## config.mk

```make
export PLATFORM = sky130hd
export DESIGN_NAME = hdmf_ctrl
export DESIGN_NICKNAME = d
export VERILOG_FILES = /design/src/rtl/hdmf_pkg.sv /design/src/rtl/hdmf_ctrl.sv
export SDC_FILE = /design/constraint.sdc
export NUM_CORES = 1
export LEC_CHECK = 0
export BUFFER_PORTS_ARGS = -buffer_cell sky130_fd_sc_hd__buf_4
export CORE_AREA = 2 2 39 41
export CTS_CLUSTER_DIAMETER = 60
export DETAILED_ROUTE_END_ITERATION = 8
export DIE_AREA = 0 0 41 43
export SYNTH_ARGS = -nofsm -noshare
export SYNTH_HDL_FRONTEND = slang
export SYNTH_SLANG_ARGS = --single-unit
```

## constraint.sdc

```tcl
create_clock -name clk -period 1.43 [get_ports clk]
set_input_delay 0.143 -clock clk [delete_from_list [all_inputs] [get_ports clk]]
set_output_delay 0.143 -clock clk [all_outputs]
set_load 0.01 [all_outputs]
```

## src/rtl/hdmf_pkg.sv

```systemverilog
// ----------------------------------------------------------------------------
// hdmf_pkg
// Shared types, constants and hash helper for the duplicate message filter.
// ----------------------------------------------------------------------------
package hdmf_pkg;

  localparam int CACHE_ENTRIES_DEF = 1024;

  localparam int NODE_W  = 32;
  localparam int SEQ_W   = 32;
  localparam int TIME_W  = 64;
  localparam int WIN_W   = 32;
  localparam int ENTRY_W = NODE_W + SEQ_W + TIME_W;

  localparam logic [WIN_W-1:0] WINDOW_RESET = 32'd1000000;

  localparam logic [31:0] FNV_BASIS = 32'h811C_9DC5;

  // one step per byte, four bytes per word
  localparam int            STEP_W    = 2;
  localparam logic [STEP_W-1:0] STEP_LAST = 2'd3;

  // configuration port
  localparam int            CFG_AW          = 2;
  localparam int            CFG_DW          = 32;
  localparam logic [CFG_AW-1:0] CFG_ADDR_WINDOW = 2'd0;

  typedef struct packed {
    logic load;
    logic hash_step;
    logic mod_step;
    logic rd;
    logic cmp;
    logic clr_wr;
  } cmd_t;

  typedef struct packed {
    logic clr_last;
  } sts_t;

  // one FNV-1a byte step; the prime 0x01000193 is applied as shifts and adds
  function automatic logic [31:0] fnv_step(input logic [31:0] h, input logic [7:0] b);
    logic [31:0] x;
    x = h ^ {24'd0, b};
    return (x << 24) + (x << 8) + (x << 7) + (x << 4) + (x << 1) + x;
  endfunction

endpackage

```

## src/rtl/hdmf_ctrl.sv

```systemverilog
// ----------------------------------------------------------------------------
// hdmf_ctrl
// Sequencer: clear pass, hash, index reduction, table read and update.
// ----------------------------------------------------------------------------
module hdmf_ctrl (
  input  logic          clk,
  input  logic          rst_n,
  input  logic          start,
  output logic          busy,
  output logic          out_valid,
  output hdmf_pkg::cmd_t cmd,
  input  hdmf_pkg::sts_t sts
);
  import hdmf_pkg::*;

  localparam logic [2:0] S_CLEAR = 3'd0;
  localparam logic [2:0] S_IDLE  = 3'd1;
  localparam logic [2:0] S_HASH  = 3'd2;
  localparam logic [2:0] S_MOD   = 3'd3;
  localparam logic [2:0] S_READ  = 3'd4;
  localparam logic [2:0] S_CMP   = 3'd5;

  logic [2:0]        state_r, state_nxt;
  logic [STEP_W-1:0] step_r, step_nxt;
  logic              out_valid_r, out_valid_nxt;

  always_comb begin
    cmd           = '0;
    state_nxt     = state_r;
    step_nxt      = step_r;
    out_valid_nxt = 1'b0;
    case (state_r)
      S_CLEAR: begin
        cmd.clr_wr = 1'b1;
        if (sts.clr_last) begin
          state_nxt = S_IDLE;
        end
      end
      S_IDLE: begin
        if (start) begin
          cmd.load  = 1'b1;
          step_nxt  = '0;
          state_nxt = S_HASH;
        end
      end
      S_HASH: begin
        cmd.hash_step = 1'b1;
        step_nxt      = step_r + 1'b1;
        if (step_r == STEP_LAST) begin
          state_nxt = S_MOD;
        end
      end
      S_MOD: begin
        cmd.mod_step = 1'b1;
        step_nxt     = step_r + 1'b1;
        if (step_r == STEP_LAST) begin
          state_nxt = S_READ;
        end
      end
      S_READ: begin
        cmd.rd    = 1'b1;
        state_nxt = S_CMP;
      end
      S_CMP: begin
        cmd.cmp       = 1'b1;
        out_valid_nxt = 1'b1;
        state_nxt     = S_IDLE;
      end
      default: begin
        state_nxt = S_IDLE;
      end
    endcase
  end

  always_ff @(posedge clk) begin
    if (!rst_n) begin
      state_r     <= S_CLEAR;
      step_r      <= '0;
      out_valid_r <= 1'b0;
    end else begin
      state_r     <= state_nxt;
      step_r      <= step_nxt;
      out_valid_r <= out_valid_nxt;
    end
  end

  assign busy      = (state_r != S_IDLE);
  assign out_valid = out_valid_r;

endmodule

```

==> metrics <==
Arr. time, crit path=1.14 ns; worst-skew pair later-pin latency=between 0.2 and 0.25 ns; Avg Cell Area, Syn=8.58 sq um; final worst slack=~0.14 ns; largest net degree at the start of global routing=11; final wirelength=676 um; Power Density=927 nW/um^2; Layout area overhead=27.4%; FMAX=778 MHz; CTS tree=done; final instance area=448 sq um; P_int=311 uW; final hold slack=0.186 ns; Clock Tree Root=clkbuf_4; crit-path cells=nand2b_2 > nor2_1 > buf_4; worst-margin pin slew=0.299 ns; Warnings, synthesis=0; CP Launch Type=flip-flop; DR WL/cell=10.1 um; clock buffer count from CTS=3; first-pass GRT wire length=1120 um; Cell Area, Synth=352 sq um; share of the synthesized area in the top cell type=34.2%; multi-input logic area=about 190 sq um; Mapped Nets=46; placed cell area=about 420 sq um; sequential area share after synthesis=34.2%; worst reg2reg setup slack=0.31 ns; outcome=complete, no violations; RSZ-0062 raised after global routing=no; Logic pwr share=~18%; initial antenna violation count=0; vias per inst=4.58; total grt overflow=0; Tot GR Track Use=9.75%; Setup TNS=0 ns; clock sinks=6; Final ANT Viol Nets=0; Die Span Y=between 40 and 50 um; Worst Hold Class=input pin to flip-flop; layout cells sized above 1=between 30% and 40%; Yosys reg bits=6; CP Max Fanout=10; largest stage delay on the critical path=0.48 ns; leakage=0.000203 uW; vias in the first global route=287; Area contributors post-synth=dfxtp_1, nor3b_2, nor2_1; clk_skew=0.00445 ns; max cap viols=0; max-slew violations=0; Final HPWL DP=502 um; via count=307; register area=123 sq um; NetSw=104 uW; library cells used by synthesis=23; share of power burned in registers=45.8%; Net Sw Frac=25.1%; DRT Pass-1 Iters=2; Core Footprint=1380 sq um; minimum clock period=1.29 ns; fin nets=58; chip width=41 um; Worst Setup Path Type=flip-flop to output pin; clock network fraction of total power=36.4%; initial drt markers=1; row count=14; DRC=0; crit end category=output pin; dpl ws=0.309 ns; Layout fillers=155; initial core utilization=25.4%; IO Pins=12; die area=1760 sq um; Buffers on Ports=11; Synth Instances=just over 40; Fin. Hold Viols=0; Rel. slew slack=80.1%; n_diodes=0; worst path required time=1.29 ns; Final GP Congestion=around 0.62; clock-pin slew on the worst setup and hold paths=0.04 ns; clk buf depth=2; setup bufs post-CTS=0; H-tree Lvls=1; Overall Power=415 uW; peak supply drop=approximately 0.24 mV; area leader, netlist=dfxtp_1; Setup Viol. Count Final=0; period utilization=89.9%; slowest CP cell=dfxtp_1
through the flow:
stage | instances | util [%]
final | 67 | 32.4
after global routing | 67 | 32.4
after CTS | 67 | 32.2
after detailed placement | 64 | 30.6
after global placement | 64 | 30.6
after floorplan | 41 | -
layout by cell type, fill, tap and decap left out:
cell / Yosys / final
dfxtp_2: 0 / 2
inv_1: 3 / 3
nor2_1: 5 / 5
nand2b_2: 1 / 1
o311a_1: 1 / 1
nor3_1: 1 / 1
dfxtp_1: 6 / 4
ha_1: 1 / 1
mux2i_1: 1 / 1
nor3b_2: 2 / 2
o22ai_1: 2 / 2
a22oi_1: 1 / 1
nand2b_1: 2 / 2
buf_4: 2 / 11
a21oi_1: 1 / 1
and2_1: 1 / 1
o21a_1: 1 / 1
nor2b_4: 1 / 1
a211oi_1: 1 / 1
clkbuf_4: 0 / 3
and3_1: 1 / 1
nand2_1: 4 / 4
o21ai_0: 1 / 1
cell usage after synthesis, drive strengths merged:
master  count
o21ai       1
nand2       4
o21a        1
o22ai       2
a211oi      1
nor2        5
mux2i       1
nor2b       1
a21oi       1
dfxtp       6
ha          1
a22oi       1
nand2b      3
o311a       1
nor3        1
and3        1
buf         4
and2        1
nor3b       2
inv         3
worst paths after layout:
kind / start / end / depth (start not counted)
setup / recovery: state_r[2] / cmd[4] / 3
hold / removal: rst_n / state_r[2] / 2
setup reg to reg: step_r[0] / state_r[0] / 4
hold reg to reg: step_r[1] / step_r[1] / 2
layer usage:
metal	wire length [um]	share of wire [%]	vias up	GRT usage, %
met2	339	50	8	15.0
met4	0	0	0	6.00
li1	-	-	159	-
met3	48	7.1	0	4.71
met5	0	0	-	0
met1	288	43	140	10.0
cells by family (layout without fill, tap and decap cells):
group | after synthesis | in the layout | share of synthesized area, %
adders and majority gates | 1 | 1 | 3.56
buffers and inverters | 7 | 17 | 12.1
and+or+nand+nor | 18 | 18 | 31.7
AOI/OAI and AO/OA | 8 | 8 | 15.7
muxes | 1 | 1 | 2.85
DFF | 6 | 6 | 34.2
repair_timing:
item	in CTS	in global routing
hold buffers	0	0
setup endpoints to repair	0	3
gates resized for setup	0	2
critical path: cells and delay by family, from the launching register on:
family / cells / cell delay (ns)
flops: 1 / 0.48
simple gates: 2 / 0.28
buf+inv: 1 / 0.14
state kept, by name, summed over array words and instances (netlist names):
signal,cells
state_r,3
step_r,2
out_valid,1
power by group through the flow:
| stage | Clock, uW | Sequential, uW | Combinational (uW) |
|---|---|---|---|
| after floorplan | 0 | 181 | 59.9 |
| after global placement | 0 | 192 | 73.3 |
| after detailed placement | 0 | 192 | 73.4 |
| after CTS | 161 | 189 | 74.3 |
| after global routing | 176 | 191 | 83.9 |
| final | 151 | 190 | 73.9 |
layout make-up:
cell class	instances	share of cell area, %
Clock buffer	3	5.03
Multi-Input combinational cell	28	42.2
Sequential cell	6	27.4
Inverter	3	2.51
Timing Repair Buffer	11	18.4
Tap cell	16	4.47
Note: power is estimated with default switching activity, not from simulation.
